`src/hdl/gb3_pkg.sv`:
```
`timescale 1ns / 1ps

package gb3_pkg;

    localparam int DEF_MAX_SIZE     = 4096;
    localparam int RESET_IMAGE_SIZE = 4096;
    localparam int IMG_SIZE_W       = 13;
    localparam int PIX_W            = 8;
    localparam int POS_OUT_W        = 12;
    localparam int VSUM_W           = 10;
    localparam int SUM_W            = 12;
    localparam int PROD_W           = 25;
    localparam int APB_ADDR_W       = 3;
    localparam int APB_DATA_W       = 32;
    localparam int RES_SLOTS        = 4;
    localparam int SLOT_CNT_W       = 3;

    localparam logic REG_IDX_IMAGE_SIZE = 1'b0;

    // floor(x * 7282 / 65536) == floor(x / 9) for x <= 4095
    localparam logic [12:0] RECIP9 = 13'd7282;

    typedef logic [PIX_W-1:0] gb3_pix_t;
    // column of the window, [0] top row .. [2] bottom row
    typedef gb3_pix_t [2:0] gb3_col_t;
    // window, [0] oldest column .. [2] newest column
    typedef gb3_col_t [2:0] gb3_win_t;

    typedef struct packed {
        logic row_low;      // center on bottom window row (last image row)
        logic top_clamp;    // row above center is outside the image
        logic col_right;    // center on newest window column (last image column)
        logic left_clamp;   // column left of center is outside the image
        logic corner;       // four-tap corner kernel, divide by 9
    } gb3_sel_t;

    function automatic gb3_pix_t gb3_div9(input logic [SUM_W-1:0] s);
        logic [PROD_W-1:0] prod;
        prod = PROD_W'(s) * PROD_W'(RECIP9);
        return prod[23:16];
    endfunction

endpackage

```
`src/hdl/gb3_col_cell.sv`:
```
`timescale 1ns / 1ps

module gb3_col_cell
    import gb3_pkg::*;
(
    input  logic     clk,
    input  logic     rst_n,
    input  logic     shift,
    input  gb3_col_t load_col,
    output gb3_col_t held_col
);

    gb3_col_t col_reg;

    always_ff @(posedge clk or negedge rst_n)
    begin
        if (!rst_n)
        begin
            col_reg <= '0;
        end
        else if (shift)
        begin
            col_reg <= load_col;
        end
    end

    assign held_col = col_reg;

endmodule

```
`config.mk`:
```
export PLATFORM = sky130hd
export DESIGN_NAME = gb3_col_cell
export DESIGN_NICKNAME = d
export VERILOG_FILES = /design/src/hdl/gb3_pkg.sv /design/src/hdl/gb3_col_cell.sv
export SDC_FILE = /design/constraint.sdc
export NUM_CORES = 1
export LEC_CHECK = 0
export ABC_AREA = 1
export BUFFER_PORTS_ARGS = -buffer_cell sky130_fd_sc_hd__buf_4
export CAP_MARGIN = 25
export CORE_MARGIN = 8
export CORE_UTILIZATION = 43
export DETAILED_ROUTE_END_ITERATION = 10
export GPL_TIMING_DRIVEN = 1
export PLACE_DENSITY = 0.77
export SLEW_MARGIN = 20
export SYNTH_ARGS = -nofsm -noshare
export SYNTH_HDL_FRONTEND = slang
export SYNTH_SLANG_ARGS = --single-unit
export TNS_END_PERCENT = 20
```
`constraint.sdc`:
```
create_clock -name clk -period 0.8 [get_ports clk]
set_clock_uncertainty 0.05 [all_clocks]
set_input_delay 0 -clock clk [delete_from_list [all_inputs] [get_ports clk]]
set_output_delay 0 -clock clk [all_outputs]
set_load 0.005 [all_outputs]
```
==> impl_summary.log <==
INFO  metric drt.antenna.violating_nets = 0
INFO  metric synth_seq_area_share = 61.6%
INFO  metric slew-limit-headroom = 79.9%
INFO  metric routability_congestion_estimate_from_global_placement = 0.702
INFO  metric largest_register_ff_count = 24
INFO  metric finalCritPeriodShare = 114%
INFO  metric synth_seq_cells = 24
INFO  metric postCtsHoldBufs = 25
INFO  metric sum_of_routed_wire_segments_on_met1 = 1.20 mm
INFO  metric synth_area_leaders = sky130_fd_sc_hd__dfrtp_1 (62%), sky130_fd_sc_hd__nand2_1 (24%), sky130_fd_sc_hd__nand2_2 (6.4%)
INFO  metric power_frac_seq = 51.5%
INFO  metric clk_root_buffer_cell = sky130_fd_sc_hd__clkbuf_4
INFO  metric finalHoldWorstSlack = -0.0330 ns
INFO  metric insertion_delay = 0.30 ns
INFO  metric switching_power = 0.683 mW
INFO  metric synthToLayoutAreaGrowth = 80.7%
INFO  metric row_count = 17
INFO  metric cpLargestDelayFamily = flip-flops
INFO  metric dominantRegCellSynth = sky130_fd_sc_hd__dfrtp_1
INFO  metric setup_viol = 30
INFO  metric grt_max_degree = 25
INFO  metric final_net_count = 213
INFO  metric violated_checks = hold timing, setup timing
INFO  metric number_of_flops_mapped_to_enable_cells_by_yosys = 0
INFO  metric pin_count = 51
INFO  metric drc = 0
INFO  metric ratio_of_cells_with_drive_above_1_in_the_final_layout = 40.0%
INFO  metric yosys_warnings = 0
INFO  metric cp_max_fo = 2
INFO  metric max_stage_delay_on_crit_path = 0.43 ns
INFO  metric netlist_area = 975 um2
INFO  metric synthDominantCellAreaShare = 61.6%
INFO  metric worst_path_class_setup = reg -> out
INFO  metric end_kind = output pin
INFO  metric drt_wirelength = 2.99 mm
INFO  metric finalWorstSetupSlack = -0.109 ns
INFO  metric antenna_cells_inserted = 0
INFO  metric dieWidth = 63.6 um
INFO  metric ys_async_sr_fraction = 100%
INFO  metric worstHoldPathType = in -> reg
INFO  metric htree_num_levels = 1
INFO  metric die_h = 63.6 um
INFO  metric finalCoreUtilization = 81.2%
INFO  metric fp.coreArea = 2170 um2
INFO  metric drt-wirelength-per-cell = 14.0 um
INFO  metric internal-power = 2.05 mW
INFO  metric worst_setup_path_start_kind = register
INFO  metric rsz0062_at_grt = yes
INFO  metric detailroute.wirelength.met2 = 1.51 mm
INFO  metric highest_layer = met4
INFO  metric synth_common_cells = sky130_fd_sc_hd__nand2_1 (62), sky130_fd_sc_hd__dfrtp_1 (24), sky130_fd_sc_hd__nand2_2 (10)
INFO  metric via_count_of_the_first_global_routing_pass = 1069
INFO  metric die_ar = 4050 um2
INFO  metric clk_pin_slew = 0.13 ns
INFO  metric via_count = 972
INFO  metric clock_power_share = 23.0%
INFO  metric worstPathRequired = 0.75 ns
INFO  metric clock.fmax = 1100 MHz
INFO  metric totalPowerFinal = 2.73 mW
INFO  metric globalRouteOverflowTotal = 0
INFO  metric detail_route.vias_per_cell = 4.56
INFO  metric timing_max_transition_violations_final = 0
INFO  metric numCtsBuffers = 3
INFO  metric drt_iter0_markers = 20
INFO  metric syn-mean-instance-area = 9.56 um2
INFO  metric power_frac_comb = 25.5%
INFO  metric reg2reg_setup_slack = -0.03 ns
INFO  metric power.leakage = 0.951 nW
INFO  metric globalRouteTotalUtil = 15.3%
INFO  metric peakVddDrop = 1.26 mV
INFO  metric met3_length = 261 um
INFO  metric worstPathBufferInverterCount = 1
INFO  metric netSwitchingFraction = 25.0%
INFO  metric result_of_the_run = complete, but fails checks
INFO  metric max_cap_viol_count = 0
INFO  metric post-synth-top-count-cell = sky130_fd_sc_hd__nand2_1
INFO  metric hold_violations = 15
INFO  metric arrival = 0.86 ns
INFO  metric tightest_slew = 0.302 ns
INFO  metric yosys_cell_types = 7
INFO  metric antenna_found_initial = 0
INFO  metric syn-instance-count = 102
INFO  metric initial_utilization = 44.9%
INFO  metric clock_path_buffers = 2
INFO  metric fin_crit = 0.909 ns
INFO  metric syn_nets = 129
INFO  metric io_buffers = 50
INFO  metric grt_first_pass_wirelength = 5.08 mm
INFO  metric worst_path_cell_with_the_longest_stage_delay = sky130_fd_sc_hd__dfrtp_1
INFO  metric tritoncts_clock_tree = yes
INFO  metric first_pass_iters = 4
INFO  metric power_density = 1550 nW/um2
INFO  metric critical_path.cell_chain = buf_6
INFO  metric synth_area_leader_cell = sky130_fd_sc_hd__dfrtp_1
INFO  metric n_fill_cell = 139
INFO  metric hpwl = 1.80 mm
INFO  metric clock_sinks = 24
==> what timing repair did <==
item                                    in CTS  in global routing
gates resized for setup                     24                  0
buffers inserted                             4                  4
endpoints found under the setup margin      24                 28
hold endpoints to repair                    48                 13
==> stage by stage <==
stage	instances	instance area [um2]	TNS (ns)	setup slack, ns	hold slack [ns]
final	213	1760	-2.34	-0.109	-0.0330
after global routing	213	1760	-3.69	-0.162	-0.0385
after CTS	209	1730	-2.46	-0.117	-0.0359
after detailed placement	176	1330	0	0.128	-0.138
after global placement	176	1330	0	0.158	-0.141
after floorplan	102	975	0	0.159	-0.346
==> layer usage <==
layer  vias to the layer above  GRT usage [%]
li1                        467              -
met3                         2           6.18
met1                       462           16.4
met5                         -              0
met4                         0           5.57
met2                        41           26.4
==> cell families (layout without fill, tap and decap cells) <==
family,Yosys count,in the layout,synth area share [%]
buffers and inverters,6,89,8.09
DFF,24,24,61.6
and+or+nand+nor,72,72,30.3
==> placed cells by master (no fill, tap or decap), drive strengths merged <==
| cell type | count |
|---|---|
| dlygate4sd3 | 25 |
| clkbuf | 4 |
| nand2 | 72 |
| buf | 59 |
| inv | 1 |
| dfrtp | 24 |
==> path summary, 6_finish.rpt <==
kind | depth (start not counted) | start | endpoint
max | 1 | held_col[12]$_DFFE_PN0P_ | held_col[12]
min | 3 | shift | held_col[1]$_DFFE_PN0P_
max reg2reg | 3 | held_col[12]$_DFFE_PN0P_ | held_col[12]$_DFFE_PN0P_
min reg2reg | 2 | held_col[2]$_DFFE_PN0P_ | held_col[2]$_DFFE_PN0P_
max in group asynchronous | 2 | rst_n | held_col[18]$_DFFE_PN0P_
min in group asynchronous | 2 | rst_n | held_col[11]$_DFFE_PN0P_
==> area by class of cell <==
| class | count | area (um2) | share of cell area [%] |
|---|---|---|---|
| multi-input combinational | 72 | 295 | 16.8 |
| tap | 28 | 35.0 | 1.99 |
| sequential | 24 | 601 | 34.1 |
| clock buffer | 4 | 36.3 | 2.06 |
| timing repair buffer | 84 | 783 | 44.5 |
| inverter | 1 | 11.3 | 0.639 |
==> power by group through the flow <==
| stage | logic [mW] | clock network [mW] | registers, mW |
|---|---|---|---|
| final | 0.696 | 0.627 | 1.41 |
| after CTS | 0.663 | 0.634 | 1.41 |
| after global placement | 0.463 | 0 | 1.41 |
| after detailed placement | 0.473 | 0 | 1.41 |
| after floorplan | 0.168 | 0 | 1.42 |
| after global routing | 0.762 | 0.694 | 1.42 |
Note: power is estimated with default switching activity, not from simulation.
