<file path="src/hdl/gb3_pkg.sv">
`timescale 1ns / 1ps

package gb3_pkg;

    localparam int DEF_MAX_SIZE     = 4096;
    localparam int RESET_IMAGE_SIZE = 4096;
    localparam int IMG_SIZE_W       = 13;
    localparam int PIX_W            = 8;
    localparam int POS_OUT_W        = 12;
    localparam int VSUM_W           = 10;
    localparam int SUM_W            = 12;
    localparam int PROD_W           = 25;
    localparam int APB_ADDR_W       = 3;
    localparam int APB_DATA_W       = 32;
    localparam int RES_SLOTS        = 4;
    localparam int SLOT_CNT_W       = 3;

    localparam logic REG_IDX_IMAGE_SIZE = 1'b0;

    // floor(x * 7282 / 65536) == floor(x / 9) for x <= 4095
    localparam logic [12:0] RECIP9 = 13'd7282;

    typedef logic [PIX_W-1:0] gb3_pix_t;
    // column of the window, [0] top row .. [2] bottom row
    typedef gb3_pix_t [2:0] gb3_col_t;
    // window, [0] oldest column .. [2] newest column
    typedef gb3_col_t [2:0] gb3_win_t;

    typedef struct packed {
        logic row_low;      // center on bottom window row (last image row)
        logic top_clamp;    // row above center is outside the image
        logic col_right;    // center on newest window column (last image column)
        logic left_clamp;   // column left of center is outside the image
        logic corner;       // four-tap corner kernel, divide by 9
    } gb3_sel_t;

    function automatic gb3_pix_t gb3_div9(input logic [SUM_W-1:0] s);
        logic [PROD_W-1:0] prod;
        prod = PROD_W'(s) * PROD_W'(RECIP9);
        return prod[23:16];
    endfunction

endpackage

</file>
<file path="src/hdl/gb3_blur.sv">
`timescale 1ns / 1ps

module gb3_blur
    import gb3_pkg::*;
(
    input  gb3_win_t          win,
    input  gb3_sel_t          sel,
    output logic [SUM_W-1:0]  sum
);

    gb3_pix_t          tp [3];
    gb3_pix_t          md [3];
    gb3_pix_t          nb [3];
    logic [VSUM_W-1:0] vs [3];
    logic [VSUM_W-1:0] vc [3];
    logic [VSUM_W-1:0] vs_l;
    logic [VSUM_W-1:0] vs_c;
    logic [VSUM_W-1:0] vc_c;
    logic [VSUM_W-1:0] vc_n;
    logic [SUM_W-1:0]  hs;
    logic [SUM_W-1:0]  hc;

    // vertical 1-2-1 and corner 2-1 per column
    always_comb
    begin
        for (int j = 0; j < 3; j++)
        begin
            tp[j] = (sel.row_low || sel.top_clamp) ? win[j][1] : win[j][0];
            md[j] = sel.row_low ? win[j][2] : win[j][1];
            nb[j] = sel.row_low ? win[j][1] : win[j][2];
            vs[j] = VSUM_W'(tp[j]) + {1'b0, md[j], 1'b0} + VSUM_W'(win[j][2]);
            vc[j] = {1'b0, md[j], 1'b0} + VSUM_W'(nb[j]);
        end
    end

    assign vs_l = (sel.col_right || sel.left_clamp) ? vs[1] : vs[0];
    assign vs_c = sel.col_right ? vs[2] : vs[1];
    assign vc_c = sel.col_right ? vc[2] : vc[1];
    assign vc_n = sel.col_right ? vc[1] : vc[2];

    assign hs  = SUM_W'(vs_l) + {1'b0, vs_c, 1'b0} + SUM_W'(vs[2]);
    assign hc  = {1'b0, vc_c, 1'b0} + SUM_W'(vc_n);
    assign sum = sel.corner ? hc : hs;

endmodule

</file>
<file path="config.mk">
export PLATFORM = sky130hd
export DESIGN_NAME = gb3_blur
export DESIGN_NICKNAME = d
export VERILOG_FILES = /design/src/hdl/gb3_pkg.sv /design/src/hdl/gb3_blur.sv
export SDC_FILE = /design/constraint.sdc
export NUM_CORES = 1
export LEC_CHECK = 0
export BUFFER_PORTS_ARGS = -buffer_cell sky130_fd_sc_hd__buf_2
export CAP_MARGIN = 20
export CORE_ASPECT_RATIO = 0.6
export CORE_UTILIZATION = 40
export DETAILED_ROUTE_END_ITERATION = 12
export PLACE_DENSITY = 0.64
export SLEW_MARGIN = 25
export SYNTH_ARGS = -nofsm -noshare
export SYNTH_HDL_FRONTEND = slang
export SYNTH_SLANG_ARGS = --single-unit
</file>
<file path="constraint.sdc">
create_clock -name vclk -period 12.55
set_input_delay 3.765 -clock vclk [all_inputs]
set_output_delay 3.765 -clock vclk [all_outputs]
set_load 0.01 [all_outputs]
</file>
==> flow_metrics.env <==
export IMPL_grt_util_met2_pct=31.9
export IMPL_endpoint_kind="output port"
export IMPL_rsz0062_at_grt="false"
export IMPL_dr_pass1_iters=5
export IMPL_fmax_mhz=80.9
export IMPL_ys_types=42
export IMPL_tightestPinTransition_ns=0.749
export IMPL_cp_start_kind="input port"
export IMPL_worstPathArrival_ns=8.59
export IMPL_clkbuf_count=0
export IMPL_hold_depth=4
export IMPL_grtUsageTotal_pct=20.9
export IMPL_power_internal_uw=438
export IMPL_p_per_area_mw_per_mm2=202
export IMPL_ir_worst_vdd_mv=0.187
export IMPL_fin_nets=823
export IMPL_hold_class="in2out"
export IMPL_drt_total_wl_um=11800
export IMPL_totalNegativeSetupSlack_ns=0
export IMPL_grt_overflow=0
export IMPL_rows=29
export IMPL_core_mm2=0.0106
export IMPL_drive_above_1_share_pct=21.1
export IMPL_num_fill_cells=1058
export IMPL_met1_usage_pct=33.4
export IMPL_critPathKind="in2out"
export IMPL_die_y_um=83.1
export IMPL_routed_via_density=5.32
export IMPL_yosysWarningCount=0
export IMPL_grt_pass1_vias=3984
export IMPL_clockPowerShare_pct=0
export IMPL_p_comb_share_pct=100.0
export IMPL_status="complete, no violations"
export IMPL_grt_max_degree=26
export IMPL_final_cell_mix="inv_1, buf_2, ha_1, mux2i_1, nand2_1"
export IMPL_ios=89
export IMPL_critical_path_required_ns=8.78
export IMPL_diodes=0
export IMPL_grt_busiest_layer="met1"
export IMPL_setup_worst_path_end="sum[10]"
export IMPL_syn_area_mm2=0.00439
export IMPL_die_w_um=137
export IMPL_drc=0
export IMPL_final_common_cell="inv_1"
export IMPL_hold_buffers=0
export IMPL_ys_seq_area_share_pct=0
export IMPL_place_congestion=0.898
export IMPL_finalSetupViolCount=0
export IMPL_finalCritPeriodShare_pct=98.5
export IMPL_antenna_found_initial=0
export IMPL_p_sw_share_pct=56.8
export IMPL_path_max_fanout=10
export IMPL_synth_fp_nets=740
export IMPL_post_dp_hpwl_um=10400
export IMPL_dpl_cell_area_mm2=0.00499
export IMPL_num_vias=4173
export IMPL_grt_pass1_wl_um=19200
export IMPL_hold_viol=0
export IMPL_layout_area_overhead_vs_synth_pct=14.6
export IMPL_final_seq_area_um2=0
export IMPL_switchingPower_uw=577
export IMPL_p_seq_share_pct=0
export IMPL_drtIter0Drc=323
export IMPL_postSynthAreaPerCell_um2=7.76
export IMPL_period_minus_slack_ns=12.36
export IMPL_crit_start="sel[4]"
export IMPL_portBuffers=89
export IMPL_stdcell_area_mm2=0.00503
export IMPL_start_util_pct=41.2
export IMPL_ant_nets=0
export IMPL_relSlewSlack_pct=50.0
export IMPL_multi_input_area_mm2=0.00398
export IMPL_wl_per_cell_um=15.0
export IMPL_die_area_mm2=0.0114
export IMPL_report_final_slew_viol_count=0
export IMPL_grt_util_met3_pct=1.40
export IMPL_drv_cap=0
export IMPL_syn_inst=565
export IMPL_n_sequential_cell=0
export IMPL_leakagePower_uw=0.00266
==> through the flow <==
stage               setup WS [ns]  utilization, %  hold WS (ns)  cells  power [µW]
floorplan                   0.514               -          7.86    565         729
global placement            0.293            46.9          8.03    784         961
detailed placement          0.170            46.9          8.04    784         980
CTS                         0.166            46.9          8.04    784         988
global route               0.0254            47.3          8.09    785        1130
finish                      0.193            47.3          8.04    785        1020
==> worst min-delay path by stage <==
stage,start,to
floorplan,sel[0],sum[8]
global placement,sel[0],sum[8]
detailed placement,sel[0],sum[8]
CTS,sel[0],sum[8]
global route,sel[0],sum[4]
finish,sel[0],sum[8]
==> worst max-delay path, cell delays in order <==
cell      delay (ns)
buf_2           0.17
buf_6           0.19
mux2_2          0.38
fa_1            0.46
ha_1            0.27
fa_1            0.42
a21o_1          0.19
a21oi_2         0.17
o21bai_1        0.11
a21oi_1         0.19
xnor2_1         0.17
mux2i_1         0.13
fa_1            0.51
inv_1           0.05
ha_1            0.37
a21o_1          0.21
a21o_1          0.17
a41oi_1         0.19
xor2_1          0.22
mux2i_1         0.10
buf_2           0.15
==> area by class of cell <==
cell class         instances  area share (%)
repair buffers            97            10.2
inverters                 96            7.17
well taps                139            3.46
multi-input cells        453            79.2
==> metal layers <==
metal	vias up	share of wire, %
met5	-	0
met4	0	0.18
met3	6	6.1
met2	110	41
met1	1958	52
li1	2099	-
==> cell families after synthesis <==
group	Yosys count	share of synthesized area, %
xor gates and xnor gates	32	6.39
adders and majority gates	98	34.3
and+or+nand+nor	114	10.9
buffers and inverters	112	9.79
muxes	72	17.5
AOI/OAI and AO/OA	137	21.1
==> synth_stat cells <==
| master | number | share of area (%) |
|---|---|---|
| o211ai_1 | 1 | 0.17 |
| nand2_1 | 47 | 4.0 |
| mux2_2 | 19 | 4.9 |
| o21a_1 | 10 | 1.7 |
| a21o_1 | 16 | 2.7 |
| o31ai_1 | 1 | 0.17 |
| xor2_1 | 14 | 2.8 |
| a22o_1 | 1 | 0.20 |
| nor2_1 | 44 | 3.8 |
| o41ai_2 | 2 | 0.74 |
| o32ai_2 | 1 | 0.37 |
| o21bai_1 | 3 | 0.51 |
| o32ai_1 | 1 | 0.20 |
| or3_1 | 1 | 0.14 |
| nor2b_1 | 2 | 0.29 |
| a211oi_1 | 8 | 1.4 |
| a2111oi_0 | 1 | 0.20 |
| a21oi_2 | 5 | 1.0 |
| o31a_1 | 6 | 1.2 |
| ha_1 | 61 | 17 |
| o41ai_1 | 6 | 1.2 |
| o211a_1 | 1 | 0.23 |
| o21ai_1 | 10 | 1.1 |
| buf_1 | 2 | 0.17 |
| a41oi_1 | 1 | 0.20 |
| o21ai_0 | 36 | 4.1 |
| mux2i_1 | 51 | 12 |
| nand2b_1 | 4 | 0.57 |
| a21oi_1 | 22 | 2.5 |
| a2bb2oi_1 | 2 | 0.40 |
| clkbuf_1 | 7 | 0.60 |
| or2_2 | 2 | 0.29 |
| inv_1 | 96 | 8.2 |
| fa_1 | 37 | 17 |
| buf_2 | 7 | 0.80 |
| nor3_1 | 10 | 1.1 |
| mux4_2 | 2 | 1.0 |
| nor2b_4 | 1 | 0.31 |
| a211oi_2 | 2 | 0.57 |
| a22oi_1 | 1 | 0.17 |
| nand3_1 | 3 | 0.34 |
| xnor2_1 | 18 | 3.6 |
==> timing repair <==
item                       CTS  global route
setup endpoints to repair    0             3
hold endpoints to repair     0             0
gates resized for setup      0             7
setup buffers                0             1
==> power groups by stage <==
stage / clock [µW] / combinational, µW / sequential, µW
3_3_place_gp: 0 / 961 / 0
2_1_floorplan: 0 / 729 / 0
5_1_grt: 0 / 1130 / 0
6_report: 0 / 1020 / 0
4_1_cts: 0 / 988 / 0
3_5_place_dp: 0 / 980 / 0
No activity file was read; power rests on OpenSTA's default activity.
